## src/sv/chunked_body_decoder_assert.svh

```systemverilog
// ----------------------------------------------------------------------------
// Chunked body decoder assertion macros
// Clocked, reset-gated assertion forms used by the RTL decoder.
// ----------------------------------------------------------------------------
`ifndef CHUNKED_BODY_DECODER_ASSERT_SVH
`define CHUNKED_BODY_DECODER_ASSERT_SVH

// Check a property on every clock edge outside reset.
`define CBD_ASSERT(label, prop, msg) \
    label: assert property (@(posedge clk) disable iff (!rst_n) (prop)) else $error(msg);

// Check that a condition implies a consequence in the same cycle.
`define CBD_ASSERT_IMPL(label, cond, cons, msg) \
    label: assert property (@(posedge clk) disable iff (!rst_n) (cond) |-> (cons)) \
        else $error(msg);

// Check that a condition implies a consequence in the next cycle.
`define CBD_ASSERT_NEXT(label, cond, cons, msg) \
    label: assert property (@(posedge clk) disable iff (!rst_n) (cond) |=> (cons)) \
        else $error(msg);

`endif

```

## src/sv/cbd_pkg.sv

```systemverilog
// ----------------------------------------------------------------------------
// Chunked body decoder package
// Phase codes, character constants and byte classification functions.
// ----------------------------------------------------------------------------
package cbd_pkg;

    localparam int SIZE_BITS_DEF = 32;

    typedef enum logic [1:0] {
        PH_SIZE  = 2'd0,
        PH_DATA  = 2'd1,
        PH_CLOSE = 2'd2,
        PH_EXT   = 2'd3
    } phase_t;

    localparam logic [7:0] CH_CR   = 8'h0D;
    localparam logic [7:0] CH_LF   = 8'h0A;
    localparam logic [7:0] CH_SEMI = 8'h3B;

    localparam logic [2:0] EXT_IDLE = 3'd0;
    localparam logic [2:0] EXT_FULL = 3'd4;
    localparam logic [2:0] EXT_TAIL = 3'd5;
    localparam logic [2:0] EXT_DEAD = 3'd6;

    localparam logic [7:0] EXT_WORD [4] = '{8'h69, 8'h65, 8'h6F, 8'h66};

    typedef struct packed {
        logic       ok;
        logic [3:0] val;
    } hex_t;

    function automatic hex_t hex_val(input logic [7:0] b);
        hex_t r;
        r.ok  = 1'b1;
        r.val = 4'd0;
        if (b >= 8'h30 && b <= 8'h39)
        begin
            r.val = 4'(b - 8'h30);
        end
        else if (b >= 8'h41 && b <= 8'h46)
        begin
            r.val = 4'(b - 8'h37);
        end
        else if (b >= 8'h61 && b <= 8'h66)
        begin
            r.val = 4'(b - 8'h57);
        end
        else
        begin
            r.ok = 1'b0;
        end
        return r;
    endfunction

    function automatic logic is_ws(input logic [7:0] b);
        return b == 8'h20 || b == 8'h09 || b == 8'h0D || b == 8'h0A ||
               b == 8'h0B || b == 8'h0C;
    endfunction

    function automatic logic [2:0] ext_step(input logic [2:0] m, input logic [7:0] b);
        logic [2:0] r;
        if (is_ws(b))
        begin
            if (m == EXT_FULL || m == EXT_TAIL)
            begin
                r = EXT_TAIL;
            end
            else if (m != EXT_IDLE)
            begin
                r = EXT_DEAD;
            end
            else
            begin
                r = m;
            end
        end
        else if (m < EXT_FULL && b == EXT_WORD[m[1:0]])
        begin
            r = m + 3'd1;
        end
        else
        begin
            r = EXT_DEAD;
        end
        return r;
    endfunction

endpackage

```

## src/sv/chunked_body_decoder.sv

```systemverilog
// ----------------------------------------------------------------------------
// Chunked body decoder
// Parses hex size lines, passes chunk payload and checks the closing CRLF.
// ----------------------------------------------------------------------------
// Usage:
//   s_axis carries the raw chunked body, one byte per transfer in tdata.
//   m_axis returns exactly one result per input byte: tdata is the payload
//   byte (zero when not payload), tlast marks the LF that completes a chunk,
//   and tuser flags payload, a zero-size chunk, the "ieof" extension and
//   framing errors (size overflow or stray bytes before the closing CRLF).
//   The result is registered and shows in the cycle after the input transfer;
//   throughput is one byte per cycle while the receiver keeps up, set by the
//   single result register, freed in the same cycle its contents are taken.
//   When the receiver stalls, the result register holds and s_axis_tready
//   drops until the held result is taken; no byte is lost or dropped.
//   Reset empties the result register and returns the parser to the start
//   of a size line with a zero size and a cleared extension matcher.
// ----------------------------------------------------------------------------
module chunked_body_decoder #(
    parameter int SIZE_BITS = cbd_pkg::SIZE_BITS_DEF
) (
    input  logic       clk,
    input  logic       rst_n,
    input  logic       s_axis_tvalid,
    output logic       s_axis_tready,
    input  logic [7:0] s_axis_tdata,   // [7:0] in_byte
    output logic       m_axis_tvalid,
    input  logic       m_axis_tready,
    output logic [7:0] m_axis_tdata,   // [7:0] out_byte
    output logic       m_axis_tlast,   // chunk_done
    output logic [3:0] m_axis_tuser    // [0] payload_valid [1] final_chunk
                                       // [2] ieof_mark [3] frame_error
);

    import cbd_pkg::*;

    `include "chunked_body_decoder_assert.svh"

    phase_t               phase_reg, phase_next;
    logic                 prev_cr_reg, prev_cr_next;
    logic [SIZE_BITS-1:0] chunk_length_reg, chunk_length_next;
    logic [SIZE_BITS-1:0] bytes_left_reg, bytes_left_next;
    logic [2:0]           ext_match_reg, ext_match_next;
    logic                 size_overflow_reg, size_overflow_next;

    logic                 out_valid_reg;
    logic [7:0]           out_byte_reg, out_byte_next;
    logic                 out_done_reg, out_done_next;
    logic [3:0]           out_user_reg, out_user_next;

    logic                 s_fire;
    logic [7:0]           b;
    logic                 line_end;
    logic                 is_cr;
    logic                 len_zero;
    logic                 left_last;
    logic                 digit_ovf;
    hex_t                 hex;
    logic [2:0]           ext_pend;

    assign s_axis_tready = !out_valid_reg || m_axis_tready;
    assign s_fire        = s_axis_tvalid && s_axis_tready;
    assign b             = s_axis_tdata;

    assign is_cr     = (b == CH_CR);
    assign line_end  = (b == CH_LF) && prev_cr_reg;
    assign len_zero  = (chunk_length_reg == '0);
    assign left_last = (bytes_left_reg[SIZE_BITS-1:1] == '0);
    assign digit_ovf = (chunk_length_reg[SIZE_BITS-1 -: 4] != 4'd0);
    assign hex       = hex_val(b);
    assign ext_pend  = prev_cr_reg ? ext_step(ext_match_reg, CH_CR) : ext_match_reg;

    always_comb
    begin
        phase_next = phase_reg;
        unique case (phase_reg)
            PH_SIZE:
            begin
                if (line_end)
                begin
                    phase_next = len_zero ? PH_CLOSE : PH_DATA;
                end
                else if (b == CH_SEMI)
                begin
                    phase_next = PH_EXT;
                end
            end
            PH_EXT:
            begin
                if (line_end)
                begin
                    phase_next = len_zero ? PH_CLOSE : PH_DATA;
                end
            end
            PH_DATA:
            begin
                if (left_last)
                begin
                    phase_next = PH_CLOSE;
                end
            end
            PH_CLOSE:
            begin
                if (line_end)
                begin
                    phase_next = PH_SIZE;
                end
            end
            default:
            begin
                phase_next = PH_SIZE;
            end
        endcase
    end

    always_comb
    begin
        prev_cr_next       = prev_cr_reg;
        chunk_length_next  = chunk_length_reg;
        bytes_left_next    = bytes_left_reg;
        ext_match_next     = ext_match_reg;
        size_overflow_next = size_overflow_reg;
        out_byte_next      = 8'd0;
        out_done_next      = 1'b0;
        out_user_next      = 4'd0;
        unique case (phase_reg)
            PH_SIZE:
            begin
                if (line_end)
                begin
                    bytes_left_next = chunk_length_reg;
                    prev_cr_next    = 1'b0;
                end
                else
                begin
                    prev_cr_next = is_cr;
                    if (b != CH_SEMI && hex.ok)
                    begin
                        if (digit_ovf)
                        begin
                            out_user_next[3]   = !size_overflow_reg;
                            size_overflow_next = 1'b1;
                            chunk_length_next  = '1;
                        end
                        else
                        begin
                            chunk_length_next = {chunk_length_reg[SIZE_BITS-5:0], hex.val};
                        end
                    end
                end
            end
            PH_EXT:
            begin
                if (line_end)
                begin
                    bytes_left_next = chunk_length_reg;
                    prev_cr_next    = 1'b0;
                end
                else if (is_cr)
                begin
                    prev_cr_next   = 1'b1;
                    ext_match_next = ext_pend;
                end
                else
                begin
                    prev_cr_next   = 1'b0;
                    ext_match_next = ext_step(ext_pend, b);
                end
            end
            PH_DATA:
            begin
                out_byte_next    = b;
                out_user_next[0] = 1'b1;
                bytes_left_next  = bytes_left_reg - SIZE_BITS'(bytes_left_reg != '0);
                if (left_last)
                begin
                    prev_cr_next = 1'b0;
                end
            end
            PH_CLOSE:
            begin
                if (line_end)
                begin
                    out_done_next      = 1'b1;
                    out_user_next[1]   = len_zero;
                    out_user_next[2]   = (ext_match_reg == EXT_FULL) ||
                                         (ext_match_reg == EXT_TAIL);
                    prev_cr_next       = 1'b0;
                    chunk_length_next  = '0;
                    bytes_left_next    = '0;
                    ext_match_next     = EXT_IDLE;
                    size_overflow_next = 1'b0;
                end
                else if (is_cr)
                begin
                    out_user_next[3] = prev_cr_reg;
                    prev_cr_next     = 1'b1;
                end
                else
                begin
                    out_user_next[3] = 1'b1;
                    prev_cr_next     = 1'b0;
                end
            end
            default:
            begin
                prev_cr_next = 1'b0;
            end
        endcase
    end

    always_ff @(posedge clk or negedge rst_n)
    begin
        if (!rst_n)
        begin
            phase_reg         <= PH_SIZE;
            prev_cr_reg       <= 1'b0;
            chunk_length_reg  <= '0;
            bytes_left_reg    <= '0;
            ext_match_reg     <= EXT_IDLE;
            size_overflow_reg <= 1'b0;
            out_valid_reg     <= 1'b0;
        end
        else
        begin
            if (s_fire)
            begin
                phase_reg         <= phase_next;
                prev_cr_reg       <= prev_cr_next;
                chunk_length_reg  <= chunk_length_next;
                bytes_left_reg    <= bytes_left_next;
                ext_match_reg     <= ext_match_next;
                size_overflow_reg <= size_overflow_next;
            end
            if (s_axis_tready)
            begin
                out_valid_reg <= s_axis_tvalid;
            end
        end
    end

    // Load the result register on every input transfer.
    always_ff @(posedge clk)
    begin
        if (s_fire)
        begin
            out_byte_reg <= out_byte_next;
            out_done_reg <= out_done_next;
            out_user_reg <= out_user_next;
        end
    end

    assign m_axis_tvalid = out_valid_reg;
    assign m_axis_tdata  = out_byte_reg;
    assign m_axis_tlast  = out_done_reg;
    assign m_axis_tuser  = out_user_reg;

    `CBD_ASSERT_IMPL(a_data_has_count, phase_reg == PH_DATA, bytes_left_reg != '0,
        "data phase with no bytes left")
    `CBD_ASSERT_IMPL(a_payload_not_done, out_valid_reg && out_user_reg[0],
        !out_done_reg && !out_user_reg[1] && !out_user_reg[2],
        "payload result carries chunk completion flags")
    `CBD_ASSERT_IMPL(a_final_needs_done, out_valid_reg && (out_user_reg[1] || out_user_reg[2]),
        out_done_reg, "final or ieof flag without chunk completion")
    `CBD_ASSERT_NEXT(a_close_restarts, s_fire && phase_reg == PH_CLOSE && line_end,
        phase_reg == PH_SIZE && chunk_length_reg == '0 && ext_match_reg == EXT_IDLE,
        "closing CRLF did not restart the size line")

endmodule

```

## config.mk

```make
export PLATFORM = sky130hd
export DESIGN_NAME = chunked_body_decoder
export DESIGN_NICKNAME = d
export VERILOG_FILES = /design/src/sv/cbd_pkg.sv /design/src/sv/chunked_body_decoder.sv
export VERILOG_INCLUDE_DIRS = /design/src /design/src/sv
export SDC_FILE = /design/constraint.sdc
export NUM_CORES = 1
export LEC_CHECK = 0
export BUFFER_PORTS_ARGS = -buffer_cell sky130_fd_sc_hd__buf_2
export CAP_MARGIN = 20
export CORE_MARGIN = 2
export CORE_UTILIZATION = 30
export CTS_CLUSTER_SIZE = 8
export DETAILED_ROUTE_END_ITERATION = 16
export PLACE_DENSITY = 0.43
export SYNTH_ARGS = -nofsm -noshare
export SYNTH_HDL_FRONTEND = slang
export SYNTH_SLANG_ARGS = --single-unit
```

## constraint.sdc

```tcl
create_clock -name clk -period 4.95 [get_ports clk]
set_input_delay 0.2475 -clock clk [delete_from_list [all_inputs] [get_ports clk]]
set_output_delay 0.2475 -clock clk [all_outputs]
set_load 0.05 [all_outputs]
```

== After elaboration in Yosys (flattened, before gate mapping) ==
Index checks and enable logic that the tools add are counted.
Storage, ports and cells
  bits in registers: 85
  output and inout bits: 15
Cells by class
  add/sub/neg operators: 5
  $lt $le $gt $ge: 8
  eq/ne operators: 25
  muxes and demuxes: 52
  bitwise gates (word level): 1
  reductions and logical operators: 35
Operator list (number)
  32-bit 2-to-1 mux: 5
  32-bit one-hot mux with 3 select lines: 1
  32-bit one-hot mux with 2 select lines: 1
  8-bit by 4-bit == test with 1-bit output, second input constant: 5
  32-bit logical NOT: 1
  32-bit nonzero test: 1
  32-bit by 1-bit subtractor with 32-bit output: 1
  31-bit logical NOT: 1
  3-bit 2-to-1 mux: 10
  1-bit 2-to-1 mux: 18
  8-bit binary-select mux with 2-bit select: 1
  8-bit by 6-bit == test with 1-bit output, second input constant: 2
  8-bit by 7-bit >= comparator with 1-bit output, second input constant: 2
  8-bit by 7-bit less-or-equal comparator with 1-bit output, second input constant: 2
  8-bit 2-to-1 mux: 2
  2-bit inequality test, second input constant: 7
  3-bit == test, second input constant: 4
  2-bit 2-to-1 mux: 6
  4-bit 2-to-1 mux: 3
  5-bit AND reduction: 2
  8-bit == test: 1
  8-bit by 6-bit >= comparator with 1-bit output, second input constant: 1
  8-bit by 6-bit less-or-equal comparator with 1-bit output, second input constant: 1
  1-bit logical OR: 8
  other kinds (26): 40

== Depth between registers and ports, before layout ==
Gate-level depths: netlist of the first run.
  depth after elaboration: 15
  gate-level depth with buffers: 12

== Worst setup path after synthesis of the first run ==
Ideal clock, no wire load.
  path kind: reg2reg
  from: register bytes_left_reg[19]
  to: register bytes_left_reg[30]
  setup time: 0.126 ns
  arrival time: 2.942 ns
  required time: 4.824 ns
  slack: 1.882 ns
  stages on the path, launching flop included: 12
  cell sequence: dfrtp_1 > or4_1 > nor4_2 > nand4_1 > nand2b_1 > ha_1 > ha_1 > nor3b_1 > nand3_1 > nor3_1 > and3_1 > a221o_1
Between the ends
  cells in the longest elaborated chain, start to end: 3
RTL lines
  start, declared: RTL line chunked_body_decoder.sv:42  | logic [SIZE_BITS-1:0] bytes_left_reg, bytes_left_next;
  start signal, assigned: RTL line chunked_body_decoder.sv:231  | bytes_left_reg <= bytes_left_next;
  32-bit nonzero test: RTL line chunked_body_decoder.sv:174  | bytes_left_next = bytes_left_reg - SIZE_BITS'(bytes_left_reg != '0);
  32-bit by 1-bit subtractor with 32-bit output *: RTL line chunked_body_decoder.sv:174
  32-bit one-hot mux with 3 select lines *: RTL line chunked_body_decoder.sv:126  | unique case (phase_reg)
Every way passes the cells marked *; elsewhere a longest branch is shown, timed or not.
A chain may end at the register's enable or synchronous reset.

== Worst setup path in the final report of the first run ==
  from: register bytes_left_reg[4]
  to: register bytes_left_reg[16]
Same word-level chain as after synthesis.

==> results of run 1 <==
[final timing paths]
check	from	cells after the start	endpoint	slack, ns
worst max-delay path	bytes_left_reg[4]$_DFFE_PN0P_	10	bytes_left_reg[16]$_DFFE_PN0P_	1.35
worst min-delay path	rst_n	1	chunk_length_reg[26]$_DFFE_PN0P_	0.05
worst max register to register	bytes_left_reg[4]$_DFFE_PN0P_	10	bytes_left_reg[16]$_DFFE_PN0P_	1.35
worst min register to register	size_overflow_reg$_DFFE_PN0P_	2	size_overflow_reg$_DFFE_PN0P_	0.48
max in group asynchronous	rst_n	1	chunk_length_reg[14]$_DFFE_PN0P_	4.26
min in group clk	s_axis_tvalid	2	m_axis_tvalid$_DFFE_PN0N_	0.12
[layout by cell type (no fill, tap or decap), drive strengths merged, types with 6 or more instances in the layout]
master / netlist / routed
dfrtp: 72 / 72
o21ai: 52 / 52
a21oi: 51 / 51
nor3: 46 / 46
nand2: 42 / 42
nor2: 41 / 41
buf: 11 / 31
inv: 22 / 22
nor4: 21 / 21
ha: 16 / 16
edfxtp: 13 / 13
nand3: 10 / 10
and2: 10 / 10
a32oi: 10 / 10
clkbuf: 24 / 10
nand4: 9 / 9
or4: 8 / 8
nand2b: 8 / 8
a22oi: 8 / 8
and3: 7 / 7
a22o: 6 / 6
[where the power goes]
part / total, mW / switching, mW / leakage [nW] / internal (mW)
logic: 1.47 / 1.02 / 1.11 / 0.448
registers: 1.05 / 0.178 / 1.10 / 0.869
clock network: 0.732 / 0.291 / 0.145 / 0.442
total: 3.25 / 1.49 / 2.35 / 1.76
[through the flow]
step           instances  setup slack [ns]   util
6_report             798              1.35  0.343
5_1_grt              798              1.05  0.343
3_3_place_gp         782              1.51  0.324
2_1_floorplan        566              1.88      -
4_1_cts              798              1.38  0.343
3_5_place_dp         782              1.39  0.324
[cells by family after synthesis]
family	Yosys count
AO/OA/AOI/OAI	174
XOR/XNOR	3
adder cells (fa/ha/maj)	16
buffers and inverters	58
flip-flops	85
multiplexers	4
AND/OR/NAND/NOR	226
[critical path, stage by stage, from the launching register on]
cell,delay (ns)
dfrtp_1,0.43
or4_1,0.35
nor2_1,0.15
nand4_1,0.21
nand2b_1,0.17
ha_1,0.26
ha_1,0.24
or3b_2,0.54
nor4_1,0.75
a32oi_1,0.20
o21ai_0,0.19
[layer usage]
layer	up-vias	part of all wire	global-route usage
met5	-	0	0
met4	0	0.035	0.0963
met3	25	0.026	0.0221
met2	89	0.47	0.269
met1	2184	0.47	0.239
li1	2130	-	-
[final cells by class]
cell class	instances	area (sq um)	area share
Tap cell	220	275	0.0487
Sequential cell	85	2190	0.388
Inverter	23	86.3	0.0153
Clock buffer	10	229	0.0405
Multi-Input combinational cell	423	2610	0.462
Clock inverter	6	87.6	0.0155
Timing Repair Buffer	31	170	0.0301
==> impl_metrics.ini, run 1 <==
[outcome]
status = completed

[global_routing]
antenna_found_initial = 0
track_usage = 0.175
grt_pass1_vias = 4253
grt_pass1_wl_um = 24200
grt-ovfl-total = 0
grt_max_degree = 73

[clocking]
clk_latency_ns = 0.35
clock_path_buffers = 2
cts_setup_buffers = 0
cts_resized = 0
ctsHtreeMaxLevel = 3
clk_pin_slew_worst_paths_ns = 0.07
clock_sinks = 85
tritoncts = done
cts_made_buffers = 9
ctsRootBufferMaster = clkbuf_16
holdBufCountCts = 0

[sta]
fin_crit_ns = 3.60
final-hold-violation-count = 0
max_freq_mhz = 278
hold_ws_ns = 0.0452
relSlewSlack = 0.353
setup_tns_ns = 0
setup_viol = 0
drv_slew = 0
worstMarginPinSlew_ns = 0.970
fin_skew_ns = 0.00895
rsz0062_at_grt = no
min_period_over_period = 0.726

[synthesis]
synth_top_cell_area_share = 0.359
synth_nets = 594
synth_cell_types = 72
synth_area_leaders = dfrtp_1, edfxtp_1, a21oi_1
yosys.area_share.xor_xnor = 0.00523
yosys.area_share.simple = 0.240
synth_top_cell_by_area = dfrtp_1
syn_inst = 566
ys_seq_elements = 85
synth.yosys.warnings = 0
yosysMostFrequentCell = dfrtp_1
synth_edf_count = 13
syn_avg_cell_area_sq_um = 8.88
synth_fa_ha_area_frac = 0.0398
ys_seq_area_frac = 0.436
muxShareOfSynthArea = 0.00822
synth_top_family_by_area = simple AND/OR/NAND/NOR gates
synthArstFlopShare = 0.847
synth-compound-area-share = 0.223
yosys_most_used_dff = dfrtp_1
yosys-top-cells-count = dfrtp_1, a21oi_1, o21ai_0, nor3_1, nand2_1
netlist_area_sq_um = 5020

[finish]
nets = 601
design_area_sq_um = 5650
syn2layout_area_growth_pct = 12.5
drive_gt1_frac = 0.106
n_antenna_cell = 0
fillers = 1718

[place]
gp_congestion = 0.849
place_hpwl_um = 10400
io_buffer_count = 26
place_area_sq_um = 5340

[routing]
routed_wl_um = 15000
drc_errors = 0
ant_nets = 0
viasPerCell = 5.55
via_count = 4428
drt_iter0_drc = 281
wl_per_cell_um = 18.7
dr.pass1.iters = 5

[critical_path]
worstSetupStartpointType = register
cp_max_fo = 8
required_ns = 5.21
critPathKind = register to register
worstSetupEndpointType = register
arrival_ns = 3.86

[power]
p_per_area_nw_per_um2 = 575
p_leak_nw = 2.35
total_power_mw = 3.25
vdd_drop_max_uv = 199

[floorplanning]
core_area_sq_um = 16500
die_w_um = 133
start_util = 0.305
dieArea_sq_um = 17800
fp.dieH_um = 133
placementRows = 47
ioPinCount = 27

[hold_path]
hold_class = primary input to async pin

[job]
cap_violations = 0
Power figures use the tool's default switching activity.
==> run 2: changes to the inputs <==
- clock period: 4.95 -> 3.6 ns (I/O delays scaled with it)
==> run 2 against run 1 <==
Non-clock buffer count grew 10. Largest power group unchanged. Clock-buffer cell count is the same. First-iteration DRC count grew 10%. Sequential cell count is the same. Cell area grew 2.6%. Hold slack gained 0.015 ns. Power grew 44%. Critical path depth grew 1. Sequential share of layout area shrank 1.0 points.
==> impl_metrics.ini, run 2 (synthesis results as in run 1) <==
[clocking]
cts_made_buffers = 9
clk_pin_slew_worst_paths_ns = 0.07
cts_setup_buffers = 0
clock_sinks = 85
tritoncts = done
clock_path_buffers = 2
ctsHtreeMaxLevel = 3
ctsRootBufferMaster = clkbuf_16
clk_latency_ns = 0.35

[critical_path]
critPathSlowestCell = or4_1
r2r-start = bytes_left_reg[19]$_DFFE_PN0P_
worstSetupEndpointType = register
critPathLaunch = bytes_left_reg[19]$_DFFE_PN0P_
slowest_delay_ns = 0.66
critPathTopFamily = simple AND/OR/NAND/NOR gates
cpMostUsedCell = ha_1
arrival_ns = 3.63
critPathKind = register to register
required_ns = 3.83
cp_num_buf_inv = 0
crit_chain = or4_1 -> nor4_4 -> nand4_1 -> nand2b_1 -> ha_1 -> ha_1 -> nor3b_1 -> nand3_1 -> nor3_1 -> and3_1 -> a221o_1
worstSetupStartpointType = register
cp_max_fo = 6

[sta]
fin_skew_ns = 0.0117
worst_slack_ns = 0.200
worstMarginPinSlew_ns = 0.830
rsz0062_at_grt = no
min_period_over_period = 0.944
max_freq_mhz = 294
relSlewSlack = 0.441
final-hold-violation-count = 0
fin_crit_ns = 3.40
setup_tns_ns = 0
setup_viol = 0
drv_slew = 0

[global_routing]
grt_pass1_wl_um = 24400
grt-ovfl-total = 0
track_usage = 0.177
grt_pass1_vias = 4329
grt_max_degree = 73
antenna_found_initial = 0

[routing]
dr.pass1.iters = 4
drc_errors = 0
viasPerCell = 5.59
via_count = 4516
drt_iter0_drc = 310
ant_nets = 0
wl_per_cell_um = 19.1
routed_wl_um = 15400

[finish]
syn2layout_area_growth_pct = 15.5
multi_input_area_sq_um = 2630
layout_common_cells = dfrtp_1, a21oi_1, o21ai_0
fin_util = 0.352
nets = 611
fillers = 1727
n_antenna_cell = 0
mostFrequentLayoutCell = dfrtp_1
design_area_sq_um = 5800
drive_gt1_frac = 0.121
seq_area_sq_um = 2190

[power]
p_leak_nw = 2.43
p_per_area_nw_per_um2 = 807
power.clock.fraction = 0.231
p_switching_mw = 2.11
comb_power_share = 0.460
pwr-share-seq = 0.309
p_sw_frac = 0.452
vdd_drop_max_uv = 310
internal_power_mw = 2.57

[floorplanning]
fp.dieH_um = 133
dieArea_sq_um = 17800
ioPinCount = 27
die_w_um = 133
start_util = 0.305
placementRows = 47
core_area_sq_um = 16500

[place]
place_area_sq_um = 5410
gp_congestion = 0.868
io_buffer_count = 26
place_hpwl_um = 10800
post-place-ws_ns = 0.168

[job]
cap_violations = 0

[hold_path]
hold_class = primary input to register
hold_start = s_axis_tvalid

[outcome]
status = completed
## run 2: repair_timing
item | in CTS | in global routing
endpoints found under the setup margin | 0 | 3
hold endpoints to repair | 0 | 14
hold buffers | 0 | 1
resized for setup | 0 | 2
## run 2: final timing paths
check	depth (start not counted)	to	slack, ns
setup / recovery	11	bytes_left_reg[30]$_DFFE_PN0P_	0.20
hold / removal	2	m_axis_tvalid$_DFFE_PN0N_	0.06
setup reg to reg	11	bytes_left_reg[30]$_DFFE_PN0P_	0.20
hold reg to reg	2	bytes_left_reg[0]$_DFFE_PN0P_	0.49
max in group asynchronous	3	chunk_length_reg[11]$_DFFE_PN0P_	2.82
min in group asynchronous	2	chunk_length_reg[30]$_DFFE_PN0P_	0.21
## run 2: per-layer routing
metal  track usage  vias to the layer above  wire (um)
met5             0                        -          0
met4        0.0751                        0        399
met3        0.0244                       24        528
met2         0.268                       97       6970
met1         0.253                     2230       7520
li1              -                     2165          -
## run 2: stage by stage
stage                     hold WS (ns)  power (mW)  instances
after CTS                       0.0472        4.67        806
after global routing            0.0782        5.00        808
final                           0.0599        4.68        808
after floorplan                 -0.116        2.86        566
after detailed placement         0.422        3.57        790
after global placement           0.406        3.56        790
## run 2: cell type report
class	instances	area share
Multi-Input combinational cell	423	0.453
Tap cell	220	0.0474
Timing Repair Buffer	41	0.0483
Clock buffer	10	0.0395
Clock inverter	6	0.0192
Sequential cell	85	0.378
Inverter	23	0.0149
## run 2: worst reg2reg max path, cell delays in order (launching register included)
cell and delay (ns):
dfrtp_1 0.43, or4_1 0.66, nor4_4 0.35, nand4_1 0.17, nand2b_1 0.20, ha_1 0.26, ha_1 0.24, nor3b_1 0.19
nand3_1 0.20, nor3_1 0.09, and3_1 0.21, a221o_1 0.29
## run 2: power groups by stage
stage | clock (mW) | sequential, mW | combinational, mW
final | 1.08 | 1.45 | 2.15
after global routing | 1.15 | 1.48 | 2.37
after CTS | 1.11 | 1.44 | 2.12
after detailed placement | 0 | 1.46 | 2.11
after global placement | 0 | 1.46 | 2.10
after floorplan | 0 | 1.42 | 1.44
==> run 3: changes to the inputs <==
- clock period: 3.6 -> 3.83 ns (I/O delays scaled with it)
==> run 3 against run 2 <==
Core utilization shrank 0.26 points. Clock skew shrank 0.0037 ns. Global-route usage shrank 0.25 points. Sequential cell count is the same. Non-clock buffer count shrank 1. Clock power shrank 8%. Register-to-register slack gained 0.07 ns. Maximum frequency shrank 4.4%.
==> impl_metrics.ini, run 3 (synthesis results as in run 1) <==
[floorplanning]
core_area_sq_um = 16500
start_util = 0.305
fp.dieH_um = 133
ioPinCount = 27
die_w_um = 133
dieArea_sq_um = 17800
placementRows = 47

[routing]
routed_wl_um = 15100
ant_nets = 0
viasPerCell = 5.59
dr.pass1.iters = 5
via_count = 4512
drt_iter0_drc = 308
drc_errors = 0
wl_per_cell_um = 18.7

[global_routing]
antenna_found_initial = 0
track_usage = 0.174
grt_max_degree = 73
grt-ovfl-total = 0
grt_pass1_wl_um = 24500
grt_pass1_vias = 4455

[sta]
max_freq_mhz = 281
setup_viol = 0
relSlewSlack = 0.451
final-hold-violation-count = 0
drv_slew = 0
rsz0062_at_grt = no
min_period_over_period = 0.928
worstMarginPinSlew_ns = 0.823
setup_tns_ns = 0
fin_crit_ns = 3.56
fin_skew_ns = 0.00804

[critical_path]
critPathKind = register to register
rr_worst_depth = 11
r2r-start = bytes_left_reg[23]$_DFFE_PN0P_
worstSetupEndpointType = register
critPathLaunch = bytes_left_reg[23]$_DFFE_PN0P_
cp_max_fo = 6
cpMostUsedCell = ha_1
arrival_ns = 3.78
critPathSlowestCell = or4_1
required_ns = 4.06
r2r_slack_ns = 0.27
worstSetupStartpointType = register
slowest_delay_ns = 0.62
reg2reg_to = bytes_left_reg[30]$_DFFE_PN0P_
crit_chain = or4_1 -> nor4_1 -> nand4_1 -> nand2b_1 -> ha_1 -> ha_1 -> nor3b_1 -> nand3_1 -> nor3_1 -> and3_1 -> a221o_1

[outcome]
status = completed

[finish]
n_antenna_cell = 0
seq_area_sq_um = 2190
layout_common_cells = dfrtp_1, a21oi_1, o21ai_0
fillers = 1678
fin_util = 0.350
nets = 610
mostFrequentLayoutCell = dfrtp_1
syn2layout_area_growth_pct = 14.6
drive_gt1_frac = 0.119
multi_input_area_sq_um = 2610

[hold_path]
hold_end = m_axis_tvalid$_DFFE_PN0N_
hold_start = s_axis_tvalid
hold_depth = 2
hold_class = primary input to register

[clocking]
cts_made_buffers = 9
cts_resized = 0
clk_latency_ns = 0.34
ctsRootBufferMaster = clkbuf_16
clock_path_buffers = 2
clock_sinks = 85
clk_pin_slew_worst_paths_ns = 0.07
tritoncts = done
ctsHtreeMaxLevel = 3

[place]
gp_congestion = 0.821
place_hpwl_um = 10500
io_buffer_count = 26

[power]
p_per_area_nw_per_um2 = 750
vdd_drop_max_uv = 287
p_leak_nw = 2.42

[job]
cap_violations = 0
run 3: per-stage QoR:
step / hold WS [ns] / setup WS, ns / total power [mW] / instances / instance area [sq um]
2_1_floorplan: -0.104 / 0.762 / 2.68 / 566 / 5020
3_3_place_gp: 0.414 / 0.394 / 3.34 / 789 / 5390
3_5_place_dp: 0.420 / 0.320 / 3.34 / 789 / 5390
4_1_cts: 0.0538 / 0.302 / 4.34 / 805 / 5720
5_1_grt: 0.0719 / 0.0637 / 4.63 / 807 / 5760
6_report: 0.0626 / 0.275 / 4.32 / 807 / 5760
run 3: per-layer routing:
metal	GRT usage	vias to the layer above	wire, um
li1	-	2163	-
met1	0.242	2237	7370
met2	0.275	91	6880
met3	0.0194	21	409
met4	0.0768	0	430
met5	0	-	0
run 3: cell type report:
class                   instances  share of cell area
clock buffers                  10              0.0415
flip-flops and latches         85               0.381
inverters                      23              0.0150
well taps                     220              0.0478
multi-input cells             423               0.454
repair buffers                 40              0.0452
clock inverters                 6              0.0163
run 3: worst max path at each step:
stage / slack [ns] / end / cells past startpoint
floorplan: 0.76 / bytes_left_reg[30]$_DFFE_PN0P_ / 11
global placement: 0.39 / bytes_left_reg[30]$_DFFE_PN0P_ / 11
detailed placement: 0.32 / bytes_left_reg[30]$_DFFE_PN0P_ / 11
CTS: 0.30 / bytes_left_reg[30]$_DFFE_PN0P_ / 11
global route: 0.06 / bytes_left_reg[30]$_DFFE_PN0P_ / 11
finish: 0.27 / bytes_left_reg[30]$_DFFE_PN0P_ / 11
run 3: power by group:
group	internal (mW)	switching, mW
Sequential	1.12	0.227
Clock	0.596	0.395
Combinational	0.632	1.35
Total	2.35	1.97
run 3: worst max-delay path, delay by kind of cell, from the launching register on:
family / cells / cell delay, ns
AND/OR/NAND/NOR: 8 / 2.23
AO/OA/AOI/OAI: 1 / 0.30
adder cells (fa/ha/maj): 2 / 0.49
flip-flops: 1 / 0.43
run 3: timing repair:
| item | 4_1_cts | 5_1_grt |
|---|---|---|
| hold buffers | 0 | 1 |
| hold endpoints to repair | 0 | 15 |
| setup buffers | 0 | 0 |
